===== src/rtl/art_pkg.sv =====
// Shared types, codes and sizes of the acknowledgement retransmission tracker.
// Depends on nothing; the interfaces, the engine, the top level and the checker import it.
`default_nettype none

package art_pkg;

  localparam int SLOTS      = 16;
  localparam int SLOT_W     = $clog2(SLOTS);
  localparam int SLOT_OUT_W = 4;
  localparam int ID_BYTES   = 4;
  localparam int CNT_W      = 5;
  localparam int CFG_IDX_W  = 2;
  localparam int CFG_DATA_W = 16;

  localparam logic [31:0] ID_MASK =
    (ID_BYTES >= 4) ? 32'hFFFF_FFFF : 32'((64'd1 << (8 * ID_BYTES)) - 64'd1);

  localparam logic [1:0] FUNC_SUBMIT = 2'd0;
  localparam logic [1:0] FUNC_ACK    = 2'd1;
  localparam logic [1:0] FUNC_TICK   = 2'd2;
  localparam logic [1:0] FUNC_UNUSED = 2'd3;

  localparam logic [CFG_IDX_W-1:0] CFG_RETRY_LIMIT    = CFG_IDX_W'(0);
  localparam logic [CFG_IDX_W-1:0] CFG_RETRY_INTERVAL = CFG_IDX_W'(1);

  localparam logic [3:0]  RETRY_LIMIT_RST    = 4'd5;
  localparam logic [15:0] RETRY_INTERVAL_RST = 16'd20;

  typedef enum logic [2:0] {
    ACT_NONE      = 3'd0,
    ACT_TX        = 3'd1,
    ACT_EXHAUSTED = 3'd2,
    ACT_FULL      = 3'd3,
    ACT_ACK       = 3'd4
  } action_t;

  typedef enum logic [1:0] {
    ST_IDLE,
    ST_SCAN,
    ST_DRAIN,
    ST_DONE
  } state_t;

  typedef struct packed {
    logic [31:0]      id;
    logic [7:0]       dest;
    logic [31:0]      last;
    logic [CNT_W-1:0] cnt;
  } entry_t;

  localparam int ENTRY_W = $bits(entry_t);

  typedef struct packed {
    logic [3:0]  retry_limit;
    logic [15:0] resend_gap;
  } cfg_t;

  typedef struct packed {
    logic [1:0]  func;
    logic [31:0] msg_id;
    logic [7:0]  dest;
    logic [31:0] now_ms;
  } item_t;

  typedef struct packed {
    action_t               action;
    logic [SLOT_OUT_W-1:0] slot;
    logic [31:0]           out_id;
    logic [7:0]            out_dest;
  } result_t;

  typedef struct packed {
    logic              en;
    logic [SLOT_W-1:0] addr;
    entry_t            data;
  } mem_wr_t;

endpackage

`default_nettype wire


===== src/rtl/art_if.sv =====
// Valid/ready channel interfaces of the tracker: request, response and configuration.
// Depends on art_pkg for the field widths.
`default_nettype none

interface art_req_if
  import art_pkg::*;
  ();
  logic        valid;
  logic        ready;
  logic [1:0]  func;
  logic [31:0] msg_id;
  logic [7:0]  dest;
  logic [31:0] now_ms;

  modport source (output valid, func, msg_id, dest, now_ms, input ready);
  modport sink   (input valid, func, msg_id, dest, now_ms, output ready);
endinterface

interface art_rsp_if
  import art_pkg::*;
  ();
  logic                  valid;
  logic                  ready;
  logic [2:0]            action;
  logic [SLOT_OUT_W-1:0] slot;
  logic [31:0]           out_id;
  logic [7:0]            out_dest;

  modport source (output valid, action, slot, out_id, out_dest, input ready);
  modport sink   (input valid, action, slot, out_id, out_dest, output ready);
endinterface

interface art_cfg_if
  import art_pkg::*;
  ();
  logic                  valid;
  logic                  ready;
  logic [CFG_IDX_W-1:0]  index;
  logic [CFG_DATA_W-1:0] data;

  modport source (output valid, index, data, input ready);
  modport sink   (input valid, index, data, output ready);
endinterface

`default_nettype wire


===== src/rtl/art_ram.sv =====
// Generic single-port-write, single-port-read RAM with a registered read.
// Depends on nothing.
`default_nettype none

module art_ram #(
  parameter int WIDTH = 8,
  parameter int DEPTH = 16,
  localparam int AW   = $clog2(DEPTH)
) (
  input  wire logic             clk,
  input  wire logic             we,
  input  wire logic [AW-1:0]    waddr,
  input  wire logic [WIDTH-1:0] wdata,
  input  wire logic [AW-1:0]    raddr,
  output logic      [WIDTH-1:0] rdata
);

  logic [WIDTH-1:0] mem [DEPTH];

  always_ff @(posedge clk) begin
    if (we) begin
      mem[waddr] <= wdata;
    end
  end

  always_ff @(posedge clk) begin
    rdata <= mem[raddr];
  end

endmodule

`default_nettype wire


===== src/rtl/art_engine.sv =====
// Slot table engine: pending flags, entry RAM, scan sequencer and result forming.
// Depends on art_pkg and art_ram.
`default_nettype none

module art_engine
  import art_pkg::*;
(
  input  wire logic    clk,
  input  wire logic    rst,
  input  wire cfg_t    cfg,
  input  wire logic    in_valid,
  output logic         in_ready,
  input  wire item_t   item,
  output logic         res_valid,
  input  wire logic    res_ready,
  output result_t      res
);

  state_t            state;
  state_t            state_next;
  item_t             item_q;
  logic [SLOTS-1:0]  pend;
  logic [SLOT_W-1:0] scan_cnt;
  logic              rd_vld;
  logic [SLOT_W-1:0] rd_slot;
  logic              hit;
  logic [SLOT_W-1:0] hit_slot;
  entry_t            hit_entry;
  logic [ENTRY_W-1:0] rdata;
  entry_t            rd_entry;
  mem_wr_t           mem_wr;
  logic              take;
  logic              free_any;
  logic [SLOT_W-1:0] free_slot;
  logic [CNT_W-1:0]  cnt_new;
  logic              retire;
  logic              claim;
  logic [31:0]       age;

  art_ram #(
    .WIDTH(ENTRY_W),
    .DEPTH(SLOTS)
  ) u_ram (
    .clk  (clk),
    .we   (mem_wr.en),
    .waddr(mem_wr.addr),
    .wdata(mem_wr.data),
    .raddr(scan_cnt),
    .rdata(rdata)
  );

  assign rd_entry = entry_t'(rdata);
  assign age      = item_q.now_ms - rd_entry.last;

  // Highest-numbered free slot.
  always_comb begin
    free_any  = 1'b0;
    free_slot = '0;
    for (int i = 0; i < SLOTS; i++) begin
      if (!pend[i]) begin
        free_any  = 1'b1;
        free_slot = SLOT_W'(i);
      end
    end
  end

  // Ack keeps the first match of the upward scan, tick keeps the last one.
  always_comb begin
    take = 1'b0;
    if (rd_vld && pend[rd_slot]) begin
      if (item_q.func == FUNC_ACK) begin
        take = !hit && (rd_entry.id == item_q.msg_id);
      end else begin
        take = age > {16'd0, cfg.resend_gap};
      end
    end
  end

  assign cnt_new = hit_entry.cnt + CNT_W'(1);

  // Next state.
  always_comb begin
    state_next = state;
    unique case (state)
      ST_IDLE: begin
        if (in_valid) begin
          if (item.func == FUNC_ACK || item.func == FUNC_TICK) begin
            state_next = ST_SCAN;
          end else begin
            state_next = ST_DONE;
          end
        end
      end
      ST_SCAN: begin
        if (scan_cnt == SLOT_W'(SLOTS - 1)) begin
          state_next = ST_DRAIN;
        end
      end
      ST_DRAIN: state_next = ST_DONE;
      ST_DONE: begin
        if (res_ready) begin
          state_next = ST_IDLE;
        end
      end
      default: state_next = ST_IDLE;
    endcase
  end

  // Outputs: handshake, result and RAM write.
  always_comb begin
    in_ready    = (state == ST_IDLE);
    res_valid   = (state == ST_DONE);
    res         = '{action: ACT_NONE, slot: '0, out_id: '0, out_dest: '0};
    mem_wr      = '0;
    retire      = 1'b0;
    claim       = 1'b0;
    if (state == ST_DONE) begin
      unique case (item_q.func)
        FUNC_SUBMIT: begin
          if (free_any) begin
            claim         = 1'b1;
            res.action    = ACT_TX;
            res.slot      = SLOT_OUT_W'(free_slot);
            res.out_id    = item_q.msg_id;
            res.out_dest  = item_q.dest;
            mem_wr.en     = 1'b1;
            mem_wr.addr   = free_slot;
            mem_wr.data   = '{id: item_q.msg_id, dest: item_q.dest, last: '0, cnt: '0};
          end else begin
            res.action = ACT_FULL;
          end
        end
        FUNC_ACK: begin
          if (hit) begin
            retire       = 1'b1;
            res.action   = ACT_ACK;
            res.slot     = SLOT_OUT_W'(hit_slot);
            res.out_id   = hit_entry.id;
            res.out_dest = hit_entry.dest;
          end
        end
        FUNC_TICK: begin
          if (hit) begin
            res.slot     = SLOT_OUT_W'(hit_slot);
            res.out_id   = hit_entry.id;
            res.out_dest = hit_entry.dest;
            mem_wr.en    = 1'b1;
            mem_wr.addr  = hit_slot;
            mem_wr.data  = '{id: hit_entry.id, dest: hit_entry.dest,
                             last: item_q.now_ms, cnt: cnt_new};
            if (cnt_new > {1'b0, cfg.retry_limit}) begin
              retire     = 1'b1;
              res.action = ACT_EXHAUSTED;
            end else begin
              res.action = ACT_TX;
            end
          end
        end
        default: res.action = ACT_NONE;
      endcase
      if (!res_ready) begin
        mem_wr.en = 1'b0;
        retire    = 1'b0;
        claim     = 1'b0;
      end
    end
  end

  always_ff @(posedge clk) begin
    if (rst) begin
      state  <= ST_IDLE;
      pend   <= '0;
      rd_vld <= 1'b0;
      hit    <= 1'b0;
    end else begin
      state  <= state_next;
      rd_vld <= (state == ST_SCAN);
      if (in_valid && in_ready) begin
        hit <= 1'b0;
      end else if (take) begin
        hit <= 1'b1;
      end
      if (claim) begin
        pend[free_slot] <= 1'b1;
      end else if (retire) begin
        pend[hit_slot] <= 1'b0;
      end
    end
  end

  always_ff @(posedge clk) begin
    if (in_valid && in_ready) begin
      item_q   <= '{func: item.func, msg_id: item.msg_id & ID_MASK, dest: item.dest,
                    now_ms: item.now_ms};
      scan_cnt <= '0;
    end else if (state == ST_SCAN) begin
      scan_cnt <= scan_cnt + SLOT_W'(1);
    end
    rd_slot <= scan_cnt;
    if (take) begin
      hit_slot  <= rd_slot;
      hit_entry <= rd_entry;
    end
  end

endmodule

`default_nettype wire


===== src/rtl/ack_retransmit_tracker_unit.sv =====
// A submit or unused code goes from acceptance through DONE into the output register; an ack or a
// tick first scans the entry RAM one slot per cycle in SCAN, then passes through DRAIN and DONE.
// The engine takes a new item only in IDLE, so each item is finished before the next is taken;
// an ack or a tick holds the engine while the scan walks the single read port of the entry RAM.
// Reset (rst, synchronous): all slots free, registers back to limit 5 and interval 20;
// the entry RAM is not cleared, since the entries of free slots are never used.
`default_nettype none

// Top level of the acknowledgement retransmission tracker.
// Depends on art_pkg, the channel interfaces and art_engine.
module ack_retransmit_tracker_unit
  import art_pkg::*;
(
  input wire logic clk,
  input wire logic rst,
  art_req_if.sink   req,
  art_rsp_if.source rsp,
  art_cfg_if.sink   cfg
);

  // Configuration registers. Writes must arrive only while the block is idle; the block
  // does not enforce it, and the engine reads them directly without any shadowing.
  cfg_t    cfg_q;
  item_t   item;
  logic    res_valid;
  logic    res_ready;
  result_t res;

  // The output register holds one finished item so the engine can go on to the
  // next request while the response side is stalled.
  logic    out_valid;
  result_t out_q;

  assign cfg.ready = 1'b1;

  always_ff @(posedge clk) begin
    if (rst) begin
      cfg_q.retry_limit <= RETRY_LIMIT_RST;
      cfg_q.resend_gap  <= RETRY_INTERVAL_RST;
    end else if (cfg.valid) begin
      // Indexes beyond the register list are accepted and dropped.
      priority case (cfg.index)
        CFG_RETRY_LIMIT:    cfg_q.retry_limit <= cfg.data[3:0];
        CFG_RETRY_INTERVAL: cfg_q.resend_gap  <= cfg.data[15:0];
        default: ;
      endcase
    end
  end

  assign item = '{func: req.func, msg_id: req.msg_id, dest: req.dest, now_ms: req.now_ms};

  art_engine u_engine (
    .clk      (clk),
    .rst      (rst),
    .cfg      (cfg_q),
    .in_valid (req.valid),
    .in_ready (req.ready),
    .item     (item),
    .res_valid(res_valid),
    .res_ready(res_ready),
    .res      (res)
  );

  // The engine may hand over a new item whenever the register is empty or is
  // being emptied in this same cycle.
  assign res_ready = !out_valid || rsp.ready;

  always_ff @(posedge clk) begin
    if (rst) begin
      out_valid <= 1'b0;
    end else if (res_ready) begin
      out_valid <= res_valid;
    end
  end

  always_ff @(posedge clk) begin
    if (res_ready && res_valid) begin
      out_q <= res;
    end
  end

  assign rsp.valid    = out_valid;
  assign rsp.action   = out_q.action;
  assign rsp.slot     = out_q.slot;
  assign rsp.out_id   = out_q.out_id;
  assign rsp.out_dest = out_q.out_dest;

endmodule

`default_nettype wire


===== src/flat_wrapper.sv =====
// flat-port wrapper written by rule: the top's interface ports become plain ports
module ack_retransmit_tracker_unit_flat import art_pkg::*;
  (clk, rst, req_valid, req_func, req_msg_id, req_dest, req_now_ms, req_ready, rsp_valid, rsp_action, rsp_slot, rsp_out_id, rsp_out_dest, rsp_ready, cfg_valid, cfg_index, cfg_data, cfg_ready);
  art_req_if req_i ();
  art_rsp_if rsp_i ();
  art_cfg_if cfg_i ();
  input wire logic clk;
  input wire logic rst;
  input wire logic [$bits(req_i.valid)-1:0] req_valid;
  input wire logic [$bits(req_i.func)-1:0] req_func;
  input wire logic [$bits(req_i.msg_id)-1:0] req_msg_id;
  input wire logic [$bits(req_i.dest)-1:0] req_dest;
  input wire logic [$bits(req_i.now_ms)-1:0] req_now_ms;
  output wire logic [$bits(req_i.ready)-1:0] req_ready;
  output wire logic [$bits(rsp_i.valid)-1:0] rsp_valid;
  output wire logic [$bits(rsp_i.action)-1:0] rsp_action;
  output wire logic [$bits(rsp_i.slot)-1:0] rsp_slot;
  output wire logic [$bits(rsp_i.out_id)-1:0] rsp_out_id;
  output wire logic [$bits(rsp_i.out_dest)-1:0] rsp_out_dest;
  input wire logic [$bits(rsp_i.ready)-1:0] rsp_ready;
  input wire logic [$bits(cfg_i.valid)-1:0] cfg_valid;
  input wire logic [$bits(cfg_i.index)-1:0] cfg_index;
  input wire logic [$bits(cfg_i.data)-1:0] cfg_data;
  output wire logic [$bits(cfg_i.ready)-1:0] cfg_ready;
  assign req_i.valid = req_valid;
  assign req_i.func = req_func;
  assign req_i.msg_id = req_msg_id;
  assign req_i.dest = req_dest;
  assign req_i.now_ms = req_now_ms;
  assign req_ready = req_i.ready;
  assign rsp_valid = rsp_i.valid;
  assign rsp_action = rsp_i.action;
  assign rsp_slot = rsp_i.slot;
  assign rsp_out_id = rsp_i.out_id;
  assign rsp_out_dest = rsp_i.out_dest;
  assign rsp_i.ready = rsp_ready;
  assign cfg_i.valid = cfg_valid;
  assign cfg_i.index = cfg_index;
  assign cfg_i.data = cfg_data;
  assign cfg_ready = cfg_i.ready;
  ack_retransmit_tracker_unit u_core (.clk(clk), .rst(rst), .req(req_i), .rsp(rsp_i), .cfg(cfg_i));
endmodule

===== config.mk =====
export PLATFORM = sky130hd
export DESIGN_NAME = ack_retransmit_tracker_unit_flat
export DESIGN_NICKNAME = d
export VERILOG_FILES = /design/src/rtl/art_pkg.sv /design/src/rtl/art_if.sv /design/src/rtl/art_ram.sv /design/src/rtl/art_engine.sv /design/src/rtl/ack_retransmit_tracker_unit.sv /design/src/flat_wrapper.sv
export SDC_FILE = /design/constraint.sdc
export NUM_CORES = 2
export LEC_CHECK = 0
export BUFFER_PORTS_ARGS = -buffer_cell sky130_fd_sc_hd__buf_4
export CELL_PAD_IN_SITES_DETAIL_PLACEMENT = 0
export CELL_PAD_IN_SITES_GLOBAL_PLACEMENT = 1
export CORE_ASPECT_RATIO = 1.2
export CORE_MARGIN = 4
export CORE_UTILIZATION = 40
export CTS_BUF_LIST = sky130_fd_sc_hd__clkbuf_8 sky130_fd_sc_hd__clkbuf_16
export DETAILED_ROUTE_END_ITERATION = 8
export PLACE_DENSITY_LB_ADDON = 0.1
export SLEW_MARGIN = 20
export SYNTH_ARGS = -nofsm -noshare
export SYNTH_HDL_FRONTEND = slang
export SYNTH_SLANG_ARGS = --single-unit

===== constraint.sdc =====
create_clock -name clk -period 23.5 [get_ports clk]
set_input_delay 0 -clock clk [delete_from_list [all_inputs] [get_ports clk]]
set_output_delay 0 -clock clk [all_outputs]
set_load 0.005 [all_outputs]

==> flow_summary_export.csv <==
group,metric,value,unit
grt,busiest_layer,"met2",
sta,finalCritPeriodShare,22.6,%
logic_synthesis,synth_seq_cells,1528,
grt,grt_pass1_vias,32327,
placement,hpwl,85900,um
grt,grt_max_degree,152,
power,pwr-share-seq,47.4,%
sta,max_freq,188,MHz
grt,grt_pass1_wl,227000,um
clock_network,clkSlewWorstSetupHoldPaths,0.06,ns
logic_synthesis,avgSynthCellArea,19.9,um^2
final_layout,nets,3568,
die,io_pins,147,
sta,setup_ws,18.18,ns
die,die_area,0.155,mm^2
worst_hold_path,hold_path.class,"input pin to flop",
power,power_leakage,0.0254,uW
critical_path,required,23.91,ns
drt,vias,30317,
power,p_switching,1720,uW
final_layout,post-route-util,47.7,%
drt,drt-initial-drc-count,2739,
grt,grt_util_all_layers,20.3,%
clock_network,clockRootBuffer,"clkbuf_16",
drt,remaining_drc_errors,0,
placement,routabilityCongestion,0.810,
worst_hold_path,min_from,"req_func[1]",
logic_synthesis,seq_area_frac_synth,75.1,%
placement,io_buffers,145,
grt,use_met2,34.5,%
sta,slew-limit-headroom,19.1,%
final_layout,area_delta_synth_final,18.2,%
drt,via_per_inst,5.52,
critical_path,reg2regPathDepth,18,
final_layout,drive_above_1_share,24.6,%
status,status,"finished clean",
sta,skew,0.0275,ns
logic_synthesis,synth_edf_count,1402,
clock_network,cts_buffers,154,
critical_path,reg2reg_slack,18.18,ns
grt,antenna_found_initial,5,
sta,setup-tns-final,0,ns
sta,worst_pin_slew,1.21,ns
critical_path,cp_max_fo,44,
power,peakVddDrop,114,uV
sta,setup_viol,0,
grt,grtUsageMet3,3.19,%
drt,avgRoutedWirePerCell,28.7,um
sta,rsz0062_at_grt,"false",
logic_synthesis,synthDominantCellAreaShare,70.9,%
power,pwr-share-clk,36.4,%
final_layout,stdcell_count,5491,
die,fp.dieW,360,um
placement,post-place-cells,4989,
final_layout,n_fill_cell,12298,
critical_path,crit_type,"flop to flop",
power,p_int,4890,uW
logic_synthesis,synth.distinct_cells,75,
grt,use_met1,27.2,%
critical_path,crit_path_top_delay_cell,"buf_4",
die,rows,154,
sta,timing_hold_violations_final,0,
power,combPwrFrac,16.2,%
flow_run,cap_violations,0,
critical_path,cp-end-kind,"flop",
critical_path,path_delay_family,"compound AO/OA/AOI/OAI gates",
sta,report.final.slew_viol_count,0,
clock_network,cts_tree,"yes",
power,power.density,94.1,mW/mm^2
die,die_h,430,um
drt,firstDrtPassIters,7,
clock_network,clock_sinks,1528,
worst_hold_path,hold_end,"u_core.u_engine.item_q[73]",
critical_path,cp.depth,18,
power,p_sw_share,26.0,%
logic_synthesis,synth_top_area_cell,"edfxtp_1",
logic_synthesis,synthArstFlopShare,0,%
critical_path,crit_buf_inv,3,
die,coreArea,0.147,mm^2
clock_network,clk_latency,0.81,ns
power,finalPower,6610,uW
drt,final_antenna_net_count,0,
logic_synthesis,synthFlopType,"edfxtp_1",
logic_synthesis,syn_area,0.0594,mm^2
logic_synthesis,synthMostInstantiatedCell,"edfxtp_1",
logic_synthesis,synth_cells,2978,
clock_network,clk_path_buf_depth,3,
critical_path,timing.rr.start,"u_core.u_engine.item_q[0]",
grt,overflow,0,
placement,post-place-ws,18.04,ns
worst_hold_path,hold_path_depth,2,
logic_synthesis,synth_fp_nets,3137,
critical_path,crit_chain,"inv_1, ha_1, inv_1, fa_1, a211oi_1, o211ai_2, a211oi_1, xnor2_1, ha_1, and4_1, nand4_1, a21o_1, and4_1, o22ai_1, nor4_1, o2111ai_1, o31a_2, buf_4",
critical_path,worstPathArrival,5.73,ns
logic_synthesis,synth_top_cells_by_count,"1402 x edfxtp_1, 390 x mux4_2, 203 x nand2_1",
critical_path,reg2reg_to,"u_core.u_engine.hit_entry[39]",
clock_network,htreeDepth,4,
drt,drt_wl_total,157000,um
logic_synthesis,ys_warn_count,0,
logic_synthesis,synthTopCellsByArea,"edfxtp_1 71%, mux4_2 15%, dfxtp_1 4.2%",
sta,min_period,5.32,ns
critical_path,start_kind,"flop",
critical_path,cp_slowest_stage_delay,0.71,ns
die,initial_core_util,40.3,%
-- cells by family (layout without fill, tap and decap cells) --
group,count (synthesis),count (layout),share of synthesized area (%)
flops,1528,1528,75.1
buf+inv,214,773,1.36
xor+xnor,55,55,0.811
other cells,1,5,0.00631
simple gates,424,424,3.33
compound gates,300,300,3.19
fa+ha+maj,62,62,1.32
mux,394,394,14.9
-- repair_timing --
item	4_1_cts	5_1_grt
resized for setup	0	0
hold endpoints to repair	148	0
hold buffers	214	0
buffers inserted	0	0
-- metal layers --
layer	wire, um	up-vias
met3	6660	205
met4	3730	2
met2	80000	785
met5	13	-
met1	66900	16293
li1	-	13032
-- power by group through the flow --
stage / sequential, uW / clock, uW / combinational, uW
after floorplan: 3140 / 0 / 767
after global placement: 3190 / 0 / 1060
after detailed placement: 3190 / 0 / 1060
after CTS: 3140 / 2480 / 1090
after global routing: 3150 / 2590 / 1160
final: 3140 / 2410 / 1070
-- sequential cells by signal (all words and copies together), names as in the netlist, 3 cells and up --
register	cells
u_core.u_engine.pend	16
u_core.u_engine.item_q	74
u_core.u_engine.hit_entry	45
u_core.u_engine.u_ram.mem	1232
u_core.rsp.out_id	32
u_core.cfg_q	20
u_core.rsp.slot	4
u_core.u_engine.rd_slot	4
u_core.rsp.out_dest	8
u_core.u_engine.hit_slot	4
u_core.u_engine.u_ram.rdata	77
u_core.rsp.action	3
u_core.u_engine.scan_cnt	4
-- layout by cell type, fill, tap and decap left out, types with 11 or more instances in the layout --
master and count:
nor4_1 11, clkinv_1 28, nor3_1 14, a21oi_1 124, bufinv_16 12, clkbuf_16 157, o21a_1 12, a211oi_1 13
xnor2_1 17, mux4_2 390, dlygate4sd3_1 214, nand2_1 203, xor2_1 38, ha_1 60, edfxtp_1 1402, nor2_4 13
clkinv_2 23, nor2_1 50, inv_1 114, buf_4 197, o21ai_0 35, o211ai_1 13, and3_1 41, nand4_1 19
dfxtp_1 122, nand3_1 19, a21oi_2 23
-- how the worst max path moves through the flow --
stage | to | slack (ns) | startpoint
after global routing | u_core.u_engine.hit_entry[42] | 17.82 | u_core.u_engine.item_q[0]
after detailed placement | u_core.u_engine.hit_entry[41] | 18.04 | u_core.u_engine.item_q[0]
after floorplan | u_core.u_engine.u_ram.mem[5][0] | 13.89 | u_core.u_engine.item_q[72]
after global placement | u_core.u_engine.hit_entry[41] | 18.04 | u_core.u_engine.item_q[0]
final | u_core.u_engine.hit_entry[39] | 18.18 | u_core.u_engine.item_q[0]
after CTS | u_core.u_engine.hit_entry[39] | 18.04 | u_core.u_engine.item_q[0]
-- through the flow --
stage	hold slack [ns]	instance area (um^2)
floorplan	0.0989	59400
global placement	0.178	63000
detailed placement	0.179	63000
CTS	0.00247	70100
global route	0.0181	70200
finish	0.0788	70200
-- worst reg2reg max path: stages, from the launching register on --
cell	delay (ns)
edfxtp_1	0.35
inv_1	0.11
ha_1	0.18
inv_1	0.06
fa_1	0.42
a211oi_1	0.37
o211ai_2	0.21
a211oi_1	0.46
xnor2_1	0.12
ha_1	0.29
and4_1	0.21
nand4_1	0.13
a21o_1	0.17
and4_1	0.19
o22ai_1	0.25
nor4_1	0.11
o2111ai_1	0.20
o31a_2	0.35
buf_4	0.71
-- cell type report --
| type | instances | area (um^2) | area share, % |
|---|---|---|---|
| flip-flops and latches | 1528 | 44600 | 63.6 |
| inverters | 74 | 278 | 0.396 |
| multi-input cells | 1236 | 14200 | 20.2 |
| clock inverters | 121 | 953 | 1.36 |
| well taps | 1950 | 2440 | 3.48 |
| repair buffers | 415 | 3680 | 5.25 |
| diodes | 4 | 10.0 | 0.0143 |
| clock buffers | 163 | 4010 | 5.71 |
Note: power is estimated with default switching activity, not from simulation.
